===== src/rtl/csa_pkg.sv =====
// Shared types and codes for the credit slot allocator.
// No dependencies; every other file of the block refers to this package.
`default_nettype none

package csa_pkg;

    localparam int SLOT_W = 6;
    localparam int NODE_W = 8;
    localparam int ADDR_W = 48;
    localparam int TIME_W = 32;
    localparam int CNT_W  = 32;
    localparam int SUM_W  = 48;

    typedef enum logic [1:0] {
        ACT_SEND    = 2'd0,
        ACT_CREDIT  = 2'd1,
        ACT_ARRIVAL = 2'd2,
        ACT_NONE    = 2'd3
    } t_action;

    typedef enum logic [2:0] {
        KIND_SENT     = 3'd0,
        KIND_REFUSED  = 3'd1,
        KIND_CREDIT   = 3'd2,
        KIND_FREED    = 3'd3,
        KIND_BAD_SLOT = 3'd4
    } t_kind;

    typedef struct packed {
        logic              start;
        logic              upper;
        logic              step;
        logic              take;
        logic              release_en;
        logic [SLOT_W-1:0] release_slot;
    } t_scan_ctl;

    typedef struct packed {
        logic              hit;
        logic              last;
        logic [SLOT_W-1:0] pick;
    } t_scan_sts;

    typedef struct packed {
        logic lat_load;
        logic send_commit;
        logic arr_commit;
    } t_stats_ctl;

    typedef struct packed {
        logic [CNT_W-1:0]  sent;
        logic [CNT_W-1:0]  received;
        logic [SUM_W-1:0]  sum;
        logic [TIME_W-1:0] latency;
    } t_stats_val;

endpackage

`default_nettype wire


===== src/rtl/csa_if.sv =====
// Handshake channels of the allocator: request items in, result items out.
// Depends on csa_pkg for field widths.
`default_nettype none

interface csa_in_if;
    logic                          valid;
    logic                          ready;
    logic [1:0]                    action;
    logic [1:0]                    request_class;
    logic [csa_pkg::NODE_W-1:0]    dest_node;
    logic [csa_pkg::ADDR_W-1:0]    address;
    logic [csa_pkg::SLOT_W-1:0]    slot;
    logic [csa_pkg::TIME_W-1:0]    entry_time;
    logic [csa_pkg::TIME_W-1:0]    current_time;

    modport source (output valid, action, request_class, dest_node, address, slot,
                    entry_time, current_time, input ready);
    modport sink   (input valid, action, request_class, dest_node, address, slot,
                    entry_time, current_time, output ready);
endinterface

interface csa_out_if;
    logic                          valid;
    logic                          ready;
    logic [2:0]                    kind;
    logic [csa_pkg::SLOT_W-1:0]    out_slot;
    logic [csa_pkg::NODE_W-1:0]    out_src;
    logic [csa_pkg::NODE_W-1:0]    out_dest;
    logic [csa_pkg::ADDR_W-1:0]    out_address;
    logic [1:0]                    out_class;
    logic [csa_pkg::TIME_W-1:0]    stamp_time;
    logic [csa_pkg::TIME_W-1:0]    packet_latency;
    logic [csa_pkg::CNT_W-1:0]     sent_count;
    logic [csa_pkg::CNT_W-1:0]     received_count;
    logic [csa_pkg::SUM_W-1:0]     latency_sum;

    modport source (output valid, kind, out_slot, out_src, out_dest, out_address,
                    out_class, stamp_time, packet_latency, sent_count, received_count,
                    latency_sum, input ready);
    modport sink   (input valid, kind, out_slot, out_src, out_dest, out_address,
                    out_class, stamp_time, packet_latency, sent_count, received_count,
                    latency_sum, output ready);
endinterface

`default_nettype wire


===== src/rtl/credit_slot_allocator.sv =====
// Credit slot allocator top level: sequencer, item registers and result register.
// Path, accept to result valid: send goes through S_SCAN, the scan unit checking one slot per
// cycle, then S_DONE; credit goes to S_DONE; arrival through S_LAT, then S_DONE (subtract, then sum).
// One item at a time; a new item is taken while a result waits in the output register, and the
// next result waits until that one is taken.
// Synchronous active-low reset: all slots free, counters zero, own_node zero.
`default_nettype none

module credit_slot_allocator #(
    parameter int SLOT_COUNT = 4
) (
    input  wire                          i_clk,
    input  wire                          i_rst_n,
    csa_in_if.sink                       i_item,
    csa_out_if.source                    o_result,
    input  wire                          i_cfg_we,
    input  wire [csa_pkg::NODE_W-1:0]    i_cfg_data
);

    typedef enum logic [3:0] {
        S_IDLE = 4'b0001,
        S_SCAN = 4'b0010,
        S_LAT  = 4'b0100,
        S_DONE = 4'b1000
    } t_state;

    t_state r_state, n_state;

    logic [csa_pkg::NODE_W-1:0] r_own_node;
    logic [1:0]                 r_class;
    logic [csa_pkg::NODE_W-1:0] r_dest;
    logic [csa_pkg::ADDR_W-1:0] r_addr;
    logic [csa_pkg::SLOT_W-1:0] r_slot;
    logic [csa_pkg::TIME_W-1:0] r_entry;
    logic [csa_pkg::TIME_W-1:0] r_now;
    csa_pkg::t_kind             r_kind, n_kind;
    logic [csa_pkg::SLOT_W-1:0] r_pick, n_pick;

    logic                       r_out_valid;
    logic [2:0]                 r_o_kind;
    logic [csa_pkg::SLOT_W-1:0] r_o_slot;
    logic [csa_pkg::NODE_W-1:0] r_o_src;
    logic [csa_pkg::NODE_W-1:0] r_o_dest;
    logic [csa_pkg::ADDR_W-1:0] r_o_addr;
    logic [1:0]                 r_o_class;
    logic [csa_pkg::TIME_W-1:0] r_o_stamp;
    logic [csa_pkg::TIME_W-1:0] r_o_lat;
    logic [csa_pkg::CNT_W-1:0]  r_o_sent;
    logic [csa_pkg::CNT_W-1:0]  r_o_recv;
    logic [csa_pkg::SUM_W-1:0]  r_o_sum;

    logic                       w_accept;
    logic                       w_commit;
    logic                       w_slot_ok;
    csa_pkg::t_scan_ctl         w_scan_ctl;
    csa_pkg::t_scan_sts         w_scan_sts;
    csa_pkg::t_stats_ctl        w_stats_ctl;
    csa_pkg::t_stats_val        w_stats_val;

    assign i_item.ready = (r_state == S_IDLE);
    assign w_accept     = i_item.valid && (r_state == S_IDLE);
    assign w_commit     = (r_state == S_DONE) && (!r_out_valid || o_result.ready);
    assign w_slot_ok    = (7'(r_slot) < 7'(SLOT_COUNT));

    csa_slot_scan #(
        .SLOT_COUNT (SLOT_COUNT)
    ) u_scan (
        .i_clk   (i_clk),
        .i_rst_n (i_rst_n),
        .i_ctl   (w_scan_ctl),
        .o_sts   (w_scan_sts)
    );

    csa_stats u_stats (
        .i_clk          (i_clk),
        .i_rst_n        (i_rst_n),
        .i_ctl          (w_stats_ctl),
        .i_entry_time   (r_entry),
        .i_current_time (r_now),
        .o_val          (w_stats_val)
    );

    always_comb begin
        n_state = r_state;
        n_kind  = r_kind;
        n_pick  = r_pick;

        w_scan_ctl              = '0;
        w_scan_ctl.release_slot = r_slot;
        w_stats_ctl             = '0;

        case (r_state)
            S_IDLE: begin
                if (w_accept) begin
                    case (csa_pkg::t_action'(i_item.action))
                        csa_pkg::ACT_SEND: begin
                            w_scan_ctl.start = 1'b1;
                            w_scan_ctl.upper = (i_item.request_class != 2'd0);
                            n_state = S_SCAN;
                        end
                        csa_pkg::ACT_CREDIT: begin
                            n_state = S_DONE;
                        end
                        csa_pkg::ACT_ARRIVAL: begin
                            n_kind  = csa_pkg::KIND_CREDIT;
                            n_state = S_LAT;
                        end
                        default: begin
                            n_state = S_IDLE;
                        end
                    endcase
                end
            end
            S_SCAN: begin
                if (w_scan_sts.hit) begin
                    n_kind  = csa_pkg::KIND_SENT;
                    n_pick  = w_scan_sts.pick;
                    n_state = S_DONE;
                end else if (w_scan_sts.last) begin
                    n_kind  = csa_pkg::KIND_REFUSED;
                    n_state = S_DONE;
                end else begin
                    w_scan_ctl.step = 1'b1;
                end
            end
            S_LAT: begin
                w_stats_ctl.lat_load = 1'b1;
                n_state = S_DONE;
            end
            S_DONE: begin
                if (r_kind == csa_pkg::KIND_FREED || r_kind == csa_pkg::KIND_BAD_SLOT) begin
                    n_kind = w_slot_ok ? csa_pkg::KIND_FREED : csa_pkg::KIND_BAD_SLOT;
                end
                if (w_commit) begin
                    w_scan_ctl.take        = (r_kind == csa_pkg::KIND_SENT);
                    w_scan_ctl.release_en  = (n_kind == csa_pkg::KIND_FREED);
                    w_stats_ctl.send_commit = (r_kind == csa_pkg::KIND_SENT);
                    w_stats_ctl.arr_commit  = (r_kind == csa_pkg::KIND_CREDIT);
                    n_state = S_IDLE;
                end
            end
            default: begin
                n_state = S_IDLE;
            end
        endcase

        if (w_accept && i_item.action == csa_pkg::ACT_CREDIT) begin
            n_kind = csa_pkg::KIND_FREED;
        end
    end

    always_ff @(posedge i_clk) begin
        if (!i_rst_n) begin
            r_state     <= S_IDLE;
            r_own_node  <= '0;
            r_out_valid <= 1'b0;
        end else begin
            r_state <= n_state;
            if (i_cfg_we) begin
                r_own_node <= i_cfg_data;
            end
            if (w_commit) begin
                r_out_valid <= 1'b1;
            end else if (o_result.ready) begin
                r_out_valid <= 1'b0;
            end
        end
    end

    always_ff @(posedge i_clk) begin
        r_kind <= n_kind;
        r_pick <= n_pick;
        if (w_accept) begin
            r_class <= i_item.request_class;
            r_dest  <= i_item.dest_node;
            r_addr  <= i_item.address;
            r_slot  <= i_item.slot;
            r_entry <= i_item.entry_time;
            r_now   <= i_item.current_time;
        end
        if (w_commit) begin
            r_o_kind  <= n_kind;
            r_o_sent  <= w_stats_val.sent;
            r_o_recv  <= w_stats_val.received;
            r_o_sum   <= w_stats_val.sum;
            case (r_kind)
                csa_pkg::KIND_SENT: begin
                    r_o_slot  <= r_pick;
                    r_o_src   <= r_own_node;
                    r_o_dest  <= r_dest;
                    r_o_addr  <= r_addr;
                    r_o_class <= r_class;
                    r_o_stamp <= r_now;
                    r_o_lat   <= '0;
                end
                csa_pkg::KIND_CREDIT: begin
                    r_o_slot  <= r_slot;
                    r_o_src   <= '0;
                    r_o_dest  <= '0;
                    r_o_addr  <= '0;
                    r_o_class <= '0;
                    r_o_stamp <= '0;
                    r_o_lat   <= w_stats_val.latency;
                end
                csa_pkg::KIND_FREED, csa_pkg::KIND_BAD_SLOT: begin
                    r_o_slot  <= r_slot;
                    r_o_src   <= '0;
                    r_o_dest  <= '0;
                    r_o_addr  <= '0;
                    r_o_class <= '0;
                    r_o_stamp <= '0;
                    r_o_lat   <= '0;
                end
                default: begin
                    r_o_slot  <= '0;
                    r_o_src   <= '0;
                    r_o_dest  <= '0;
                    r_o_addr  <= '0;
                    r_o_class <= '0;
                    r_o_stamp <= '0;
                    r_o_lat   <= '0;
                end
            endcase
        end
    end

    assign o_result.valid          = r_out_valid;
    assign o_result.kind           = r_o_kind;
    assign o_result.out_slot       = r_o_slot;
    assign o_result.out_src        = r_o_src;
    assign o_result.out_dest       = r_o_dest;
    assign o_result.out_address    = r_o_addr;
    assign o_result.out_class      = r_o_class;
    assign o_result.stamp_time     = r_o_stamp;
    assign o_result.packet_latency = r_o_lat;
    assign o_result.sent_count     = r_o_sent;
    assign o_result.received_count = r_o_recv;
    assign o_result.latency_sum    = r_o_sum;

endmodule

`default_nettype wire


===== src/rtl/csa_slot_scan.sv =====
// Slot free map and the one-slot-per-cycle first-free scan unit.
// Depends on csa_pkg (t_scan_ctl, t_scan_sts).
`default_nettype none

module csa_slot_scan #(
    parameter int SLOT_COUNT = 4
) (
    input  wire                    i_clk,
    input  wire                    i_rst_n,
    input  csa_pkg::t_scan_ctl     i_ctl,
    output csa_pkg::t_scan_sts     o_sts
);

    localparam int HALF = SLOT_COUNT / 2;
    localparam int IW   = $clog2(SLOT_COUNT);
    localparam int KW   = $clog2(HALF + 1);

    logic [SLOT_COUNT-1:0] r_free;
    logic [KW-1:0]         r_k;
    logic                  r_upper;
    logic [IW-1:0]         w_idx;
    logic [IW-1:0]         w_base;

    assign w_base = r_upper ? IW'(HALF) : '0;
    assign w_idx  = w_base + IW'(r_k);

    assign o_sts.hit  = r_free[w_idx];
    assign o_sts.last = (r_k == KW'(HALF - 1));
    assign o_sts.pick = csa_pkg::SLOT_W'(w_idx);

    always_ff @(posedge i_clk) begin
        if (!i_rst_n) begin
            r_free  <= '1;
            r_k     <= '0;
            r_upper <= 1'b0;
        end else begin
            if (i_ctl.start) begin
                r_k     <= '0;
                r_upper <= i_ctl.upper;
            end else if (i_ctl.step) begin
                r_k <= r_k + KW'(1);
            end
            if (i_ctl.take) begin
                r_free[w_idx] <= 1'b0;
            end
            if (i_ctl.release_en) begin
                r_free[i_ctl.release_slot[IW-1:0]] <= 1'b1;
            end
        end
    end

endmodule

`default_nettype wire


===== src/rtl/csa_stats.sv =====
// Send/receive counters, latency subtract and latency sum accumulate.
// Depends on csa_pkg (t_stats_ctl, t_stats_val).
`default_nettype none

module csa_stats (
    input  wire                          i_clk,
    input  wire                          i_rst_n,
    input  csa_pkg::t_stats_ctl          i_ctl,
    input  wire [csa_pkg::TIME_W-1:0]    i_entry_time,
    input  wire [csa_pkg::TIME_W-1:0]    i_current_time,
    output csa_pkg::t_stats_val          o_val
);

    logic [csa_pkg::CNT_W-1:0]  r_sent;
    logic [csa_pkg::CNT_W-1:0]  r_received;
    logic [csa_pkg::SUM_W-1:0]  r_sum;
    logic [csa_pkg::TIME_W-1:0] r_lat;
    logic [csa_pkg::CNT_W-1:0]  n_sent;
    logic [csa_pkg::CNT_W-1:0]  n_received;
    logic [csa_pkg::SUM_W-1:0]  n_sum;

    always_comb begin
        n_sent     = r_sent;
        n_received = r_received;
        n_sum      = r_sum;
        if (i_ctl.send_commit) begin
            n_sent = r_sent + csa_pkg::CNT_W'(1);
        end
        if (i_ctl.arr_commit) begin
            n_received = r_received + csa_pkg::CNT_W'(1);
            n_sum      = r_sum + csa_pkg::SUM_W'(r_lat);
        end
    end

    assign o_val.sent     = n_sent;
    assign o_val.received = n_received;
    assign o_val.sum      = n_sum;
    assign o_val.latency  = r_lat;

    always_ff @(posedge i_clk) begin
        if (!i_rst_n) begin
            r_sent     <= '0;
            r_received <= '0;
            r_sum      <= '0;
        end else begin
            r_sent     <= n_sent;
            r_received <= n_received;
            r_sum      <= n_sum;
        end
    end

    always_ff @(posedge i_clk) begin
        if (i_ctl.lat_load) begin
            r_lat <= i_current_time - i_entry_time;
        end
    end

endmodule

`default_nettype wire

===== src/flat_wrapper.sv =====
// flat-port wrapper written by rule: the top's interface ports become plain ports
module credit_slot_allocator_flat 
#(
    parameter int SLOT_COUNT = 4
)
  (i_clk, i_rst_n, i_cfg_we, i_cfg_data, i_item_valid, i_item_action, i_item_request_class, i_item_dest_node, i_item_address, i_item_slot, i_item_entry_time, i_item_current_time, i_item_ready, o_result_valid, o_result_kind, o_result_out_slot, o_result_out_src, o_result_out_dest, o_result_out_address, o_result_out_class, o_result_stamp_time, o_result_packet_latency, o_result_sent_count, o_result_received_count, o_result_latency_sum, o_result_ready);
  csa_in_if i_item_i ();
  csa_out_if o_result_i ();
  input  wire i_clk;
  input  wire i_rst_n;
  input  wire i_cfg_we;
  input  wire [csa_pkg::NODE_W-1:0] i_cfg_data;
  input wire logic [$bits(i_item_i.valid)-1:0] i_item_valid;
  input wire logic [$bits(i_item_i.action)-1:0] i_item_action;
  input wire logic [$bits(i_item_i.request_class)-1:0] i_item_request_class;
  input wire logic [$bits(i_item_i.dest_node)-1:0] i_item_dest_node;
  input wire logic [$bits(i_item_i.address)-1:0] i_item_address;
  input wire logic [$bits(i_item_i.slot)-1:0] i_item_slot;
  input wire logic [$bits(i_item_i.entry_time)-1:0] i_item_entry_time;
  input wire logic [$bits(i_item_i.current_time)-1:0] i_item_current_time;
  output wire logic [$bits(i_item_i.ready)-1:0] i_item_ready;
  output wire logic [$bits(o_result_i.valid)-1:0] o_result_valid;
  output wire logic [$bits(o_result_i.kind)-1:0] o_result_kind;
  output wire logic [$bits(o_result_i.out_slot)-1:0] o_result_out_slot;
  output wire logic [$bits(o_result_i.out_src)-1:0] o_result_out_src;
  output wire logic [$bits(o_result_i.out_dest)-1:0] o_result_out_dest;
  output wire logic [$bits(o_result_i.out_address)-1:0] o_result_out_address;
  output wire logic [$bits(o_result_i.out_class)-1:0] o_result_out_class;
  output wire logic [$bits(o_result_i.stamp_time)-1:0] o_result_stamp_time;
  output wire logic [$bits(o_result_i.packet_latency)-1:0] o_result_packet_latency;
  output wire logic [$bits(o_result_i.sent_count)-1:0] o_result_sent_count;
  output wire logic [$bits(o_result_i.received_count)-1:0] o_result_received_count;
  output wire logic [$bits(o_result_i.latency_sum)-1:0] o_result_latency_sum;
  input wire logic [$bits(o_result_i.ready)-1:0] o_result_ready;
  assign i_item_i.valid = i_item_valid;
  assign i_item_i.action = i_item_action;
  assign i_item_i.request_class = i_item_request_class;
  assign i_item_i.dest_node = i_item_dest_node;
  assign i_item_i.address = i_item_address;
  assign i_item_i.slot = i_item_slot;
  assign i_item_i.entry_time = i_item_entry_time;
  assign i_item_i.current_time = i_item_current_time;
  assign i_item_ready = i_item_i.ready;
  assign o_result_valid = o_result_i.valid;
  assign o_result_kind = o_result_i.kind;
  assign o_result_out_slot = o_result_i.out_slot;
  assign o_result_out_src = o_result_i.out_src;
  assign o_result_out_dest = o_result_i.out_dest;
  assign o_result_out_address = o_result_i.out_address;
  assign o_result_out_class = o_result_i.out_class;
  assign o_result_stamp_time = o_result_i.stamp_time;
  assign o_result_packet_latency = o_result_i.packet_latency;
  assign o_result_sent_count = o_result_i.sent_count;
  assign o_result_received_count = o_result_i.received_count;
  assign o_result_latency_sum = o_result_i.latency_sum;
  assign o_result_i.ready = o_result_ready;
  credit_slot_allocator #(.SLOT_COUNT(SLOT_COUNT)) u_core (.i_clk(i_clk), .i_rst_n(i_rst_n), .i_item(i_item_i), .o_result(o_result_i), .i_cfg_we(i_cfg_we), .i_cfg_data(i_cfg_data));
endmodule

===== config.mk =====
export PLATFORM = sky130hd
export DESIGN_NAME = credit_slot_allocator_flat
export DESIGN_NICKNAME = d
export VERILOG_FILES = /design/src/rtl/csa_pkg.sv /design/src/rtl/csa_if.sv /design/src/rtl/credit_slot_allocator.sv /design/src/rtl/csa_slot_scan.sv /design/src/rtl/csa_stats.sv /design/src/flat_wrapper.sv
export SDC_FILE = /design/constraint.sdc
export NUM_CORES = 1
export LEC_CHECK = 0
export ABC_CLOCK_PERIOD_IN_PS = 6250
export BUFFER_PORTS_ARGS = -buffer_cell sky130_fd_sc_hd__buf_2
export CAP_MARGIN = 30
export CORE_MARGIN = 2
export CORE_UTILIZATION = 40
export DETAILED_ROUTE_END_ITERATION = 8
export MAX_ROUTING_LAYER = met4
export PLACE_DENSITY = 0.67
export SETUP_SLACK_MARGIN = 0.15
export SYNTH_ARGS = -nofsm -noshare
export SYNTH_HDL_FRONTEND = slang
export SYNTH_SLANG_ARGS = --single-unit
export TNS_END_PERCENT = 30

===== constraint.sdc =====
create_clock -name i_clk -period 6.25 [get_ports i_clk]
set_input_delay 1.25 -clock i_clk [delete_from_list [all_inputs] [get_ports i_clk]]
set_output_delay 1.25 -clock i_clk [all_outputs]
set_load 0.05 [all_outputs]

==> tab_implementation.tex <==
\begin{tabular}{lr}
\hline
Metric & Value \\
\hline
\multicolumn{2}{l}{\textbf{Synthesis}} \\
\quad FF+latch count, synth & between 500 and 600 \\
\quad Syn nets & 2003 \\
\quad EDFF count, synth & slightly above 400 \\
\quad Count of yosys warnings during synthesis & 0 \\
\quad Number of standard cells after synthesis & approximately 1800 \\
\quad Distinct cells, synth & 73 \\
\quad Synth area leaders & edfxtp\_1 (54\%), dfxtp\_1 (12\%), and2\_1 (6.1\%) \\
\quad Cell type with the largest total area after synthesis & edfxtp\_1 \\
\quad Share of the synthesized area in the top cell type & 0.541 \\
\quad Share of synthesized area occupied by flip-flops and latches & 0.658 \\
\quad Share of flip-flops with an asynchronous set or reset & 0 \\
\quad Post-synthesis cell area & about 23000 sq um \\
\quad Syn avg cell area & about 13 sq um \\
\quad Post-synth top flop & edfxtp\_1 \\
\multicolumn{2}{l}{\textbf{Worst hold path}} \\
\quad Path type of the worst min-delay path & register to register \\
\multicolumn{2}{l}{\textbf{Floorplanning}} \\
\quad Die Y & 244 microns \\
\quad X dimension of the die & 244 microns \\
\quad Row Count & 87 \\
\quad Core region area & around 57000 sq um \\
\quad Number of primary I/O pins & about 400 \\
\quad Initial Utilization & 0.405 \\
\quad Floorplan die area & between 50000 and 60000 sq um \\
\multicolumn{2}{l}{\textbf{Place}} \\
\quad Half-perimeter wire length after placement & 37000 microns \\
\quad Dpl cell area & roughly 26000 sq um \\
\quad Post-placement worst setup slack & 2.34 ns \\
\quad Number of port buffers & approximately 400 \\
\quad RePlAce Congestion & between 0.8 and 0.9 \\
\multicolumn{2}{l}{\textbf{CTS}} \\
\quad Clock-pin transition on the worst setup and hold timing paths & roughly 0.06 ns \\
\quad Number of buffers created by CTS & 56 \\
\quad CTS hold repair buffers & 0 \\
\quad TritonCTS clock tree & done \\
\quad Latest clock arrival within the worst-skew pair & 0.60 ns \\
\quad Deepest level of the CTS H-tree & 2 \\
\quad Maximum number of buffers from clock root to sink & 3 \\
\quad Clock Tree Root & clkbuf\_16 \\
\quad Post-cts resize count & 0 \\
\quad \# Post-CTS Setup Buffers & 0 \\
\quad Clock sink total & roughly 550 \\
\multicolumn{2}{l}{\textbf{Global routing}} \\
\quad Gr usage total & 0.177 \\
\quad Most Crowded Layer GR & met2 \\
\quad First-pass GRT wire length & approximately 81000 microns \\
\quad Largest net degree at the start of global routing & 96 \\
\quad Remaining Overflow, GRT & 0 \\
\quad Antenna violations before repair & 6 \\
\quad GR met1 Demand/Resource & 0.218 \\
\quad Number of global-route vias before repair & roughly 15000 \\
\quad Met2 Track Usage GR & 0.290 \\
\quad GR met3 Demand/Resource & 0.0401 \\
\multicolumn{2}{l}{\textbf{Setup path}} \\
\quad Startpoint types & register \\
\quad Data required time of the critical path & $\sim$6.6 ns \\
\quad Type of destination of the critical path & register \\
\quad Worst Path Arrival & between 3 and 4 ns \\
\quad Maximum fanout encountered on the critical timing path & 4 \\
\quad Kind of critical path & register to register \\
\multicolumn{2}{l}{\textbf{Timing}} \\
\quad RSZ-0062 raised after global routing & false \\
\quad Transition time of the tightest slew-check pin & between 0.9 and 1 ns \\
\quad Final critical delay including setup and external delays & approximately 3.7 ns \\
\quad Relative max-transition margin & 0.365 \\
\quad Final worst setup slack & about 2.6 ns \\
\quad Number of hold violations in the final report & 0 \\
\quad Setup-failing EPs final & 0 \\
\quad Part of the cycle the worst path needs & 0.585 \\
\quad Final max-slew violation count & 0 \\
\quad Maximum frequency from static timing analysis & 0.273 GHz \\
\quad Hold slack final & approximately 0.48 ns \\
\quad Post-route clock skew & $\sim$0.021 ns \\
\multicolumn{2}{l}{\textbf{Detailed routing}} \\
\quad Remaining antenna violation count after routing & 0 \\
\quad Post-DR vias/cell & 4.96 \\
\quad DRC marker count from the first detailed-route iteration & 850 \\
\quad Number of search-and-repair iterations in the first detailed-routing pass & 5 \\
\quad Number of vias in the routed layout & 14900 \\
\quad DRC violations left & 0 \\
\quad Aggregate routed wire length & approximately 52000 microns \\
\quad Post-DR wirelength/cell & 17.4 microns \\
\multicolumn{2}{l}{\textbf{Cells and area}} \\
\quad Final nets & 2415 \\
\quad Final cell area excluding filler cells & between 20000 and 30000 sq um \\
\quad Layout overhead on the synthesized area & 21.1\% \\
\quad Fraction of final layout cells with drive strength greater than 1 & 0.236 \\
\multicolumn{2}{l}{\textbf{Power and ir drop}} \\
\quad Maximum resistive drop on vdd & roughly 280 uV \\
\quad Power density over cell area & around 290 nW/um\^{}2 \\
\quad Leakage power of the design & between 10 and 15 nW \\
\multicolumn{2}{l}{\textbf{Outcome}} \\
\quad Status & complete, no violations \\
\multicolumn{2}{l}{\textbf{Run}} \\
\quad Total of max-cap violations & 0 \\
\hline
\end{tabular}
[kinds of logic (layout without fill, tap and decap cells)]
kind of cell,count (synthesis),in the layout,share of synthesized area
AO/OA/AOI/OAI,278,278,0.0742
XOR/XNOR,123,123,0.0476
adder cells (fa/ha/maj),68,68,0.0377
buffers and inverters,113,573,0.0191
flip-flops,548,548,0.658
multiplexers,26,26,0.0120
other,0,6,0
AND/OR/NAND/NOR,636,636,0.151
[metal layers]
layer | up-vias | routed length [microns]
met5 | - | 0
met1 | 7163 | 22300
li1 | 7257 | -
met4 | 0 | 1420
met2 | 418 | 25200
met3 | 101 | 3490
[cells in the final DEF, fill, tap and decap left out, types with 4 or more instances in the layout]
master and count:
inv_1 56, nor3b_1 4, and3_1 30, or3_1 10
buf_2 394, a21o_1 32, and4_1 5, nand3_1 40
ha_1 66, nand2b_1 19, a211oi_1 7, clkinv_2 17
clkbuf_1 5, o21bai_1 11, xor2_1 46, bufinv_16 9
a21oi_1 96, nor2_1 82, o21ai_0 68, a31oi_1 12
clkinv_1 7, and2_1 222, diode_2 6, edfxtp_1 413
nand2_1 154, buf_4 13, nor2b_1 8, o31ai_1 13
or4_1 4, clkbuf_16 58, mux2i_1 23, dfxtp_1 135
nor3_1 12, o21a_1 9, xnor2_1 75, nand4_1 17
[state kept, by name, indices dropped and copies added (netlist names), 8 cells and up]
signal                          count
u_core.r_entry                     32
u_core.u_stats.r_lat               32
u_core.r_now                       32
u_core.u_stats.r_sent              32
u_core.o_result.latency_sum        48
u_core.u_stats.r_sum               48
u_core.o_result.stamp_time         32
u_core.o_result.packet_latency     32
u_core.r_own_node                   8
u_core.o_result.out_dest            8
u_core.o_result.sent_count         32
u_core.r_dest                       8
u_core.r_addr                      48
u_core.o_result.received_count     32
u_core.o_result.out_address        48
u_core.u_stats.r_received          32
u_core.o_result.out_src             8
[power breakdown]
part	internal, mW	switching, mW	leakage, nW
combinational	0.223	0.373	5.33
sequential	4.04	0.0397	4.98
clock	2.09	1.41	0.966
total	6.35	1.82	11.3
[cell usage after synthesis, types with 13 or more instances]
cell	n
o21ai_0	68
ha_1	66
o31ai_1	13
clkbuf_1	46
edfxtp_1	413
and3_1	30
nor3_1	14
dfxtp_1	135
nor2_1	82
xor2_1	46
and2_1	222
nand4_1	17
xnor2_1	75
nand3_1	40
mux2i_1	23
a21o_1	32
a21oi_1	96
inv_1	57
nand2b_1	19
nand2_1	154
[layout make-up]
cell class | count | area (sq um)
clock inverters | 41 | 458
multi-input cells | 1131 | 7420
flip-flops and latches | 548 | 15100
diodes | 6 | 15.0
repair buffers | 409 | 2120
clock buffers | 65 | 1500
inverters | 58 | 223
fillers | 5020 | 28800
well taps | 756 | 946
[final timing paths]
kind	start	depth (start not counted)	endpoint	slack [ns]
max	u_core.r_now[0]	11	u_core.u_stats.r_lat[28]	2.59
min	u_core.u_stats.r_sum[26]	2	u_core.u_stats.r_sum[26]	0.48
max reg2reg	u_core.r_now[0]	11	u_core.u_stats.r_lat[28]	2.59
min reg2reg	u_core.u_stats.r_sum[26]	2	u_core.u_stats.r_sum[26]	0.48
[critical path: stages (launching register included)]
cell,delay (ns)
edfxtp_1,0.36
inv_1,0.08
ha_1,0.18
inv_1,0.06
fa_1,0.42
a211oi_1,0.31
o21ai_0,0.27
a41o_1,0.29
a21oi_1,0.45
o31ai_1,0.21
a221oi_1,0.56
o311ai_0,0.20
[per-stage QoR]
stage	power (mW)	TNS (ns)	util	std cells
2_1_floorplan	4.56	-0.272	-	1792
3_3_place_gp	4.74	0	0.455	2900
3_5_place_dp	4.75	0	0.455	2900
4_1_cts	8.27	0	0.490	3006
5_1_grt	8.47	0	0.491	3014
6_report	8.18	0	0.491	3014
(Power assumes the default switching activity.)
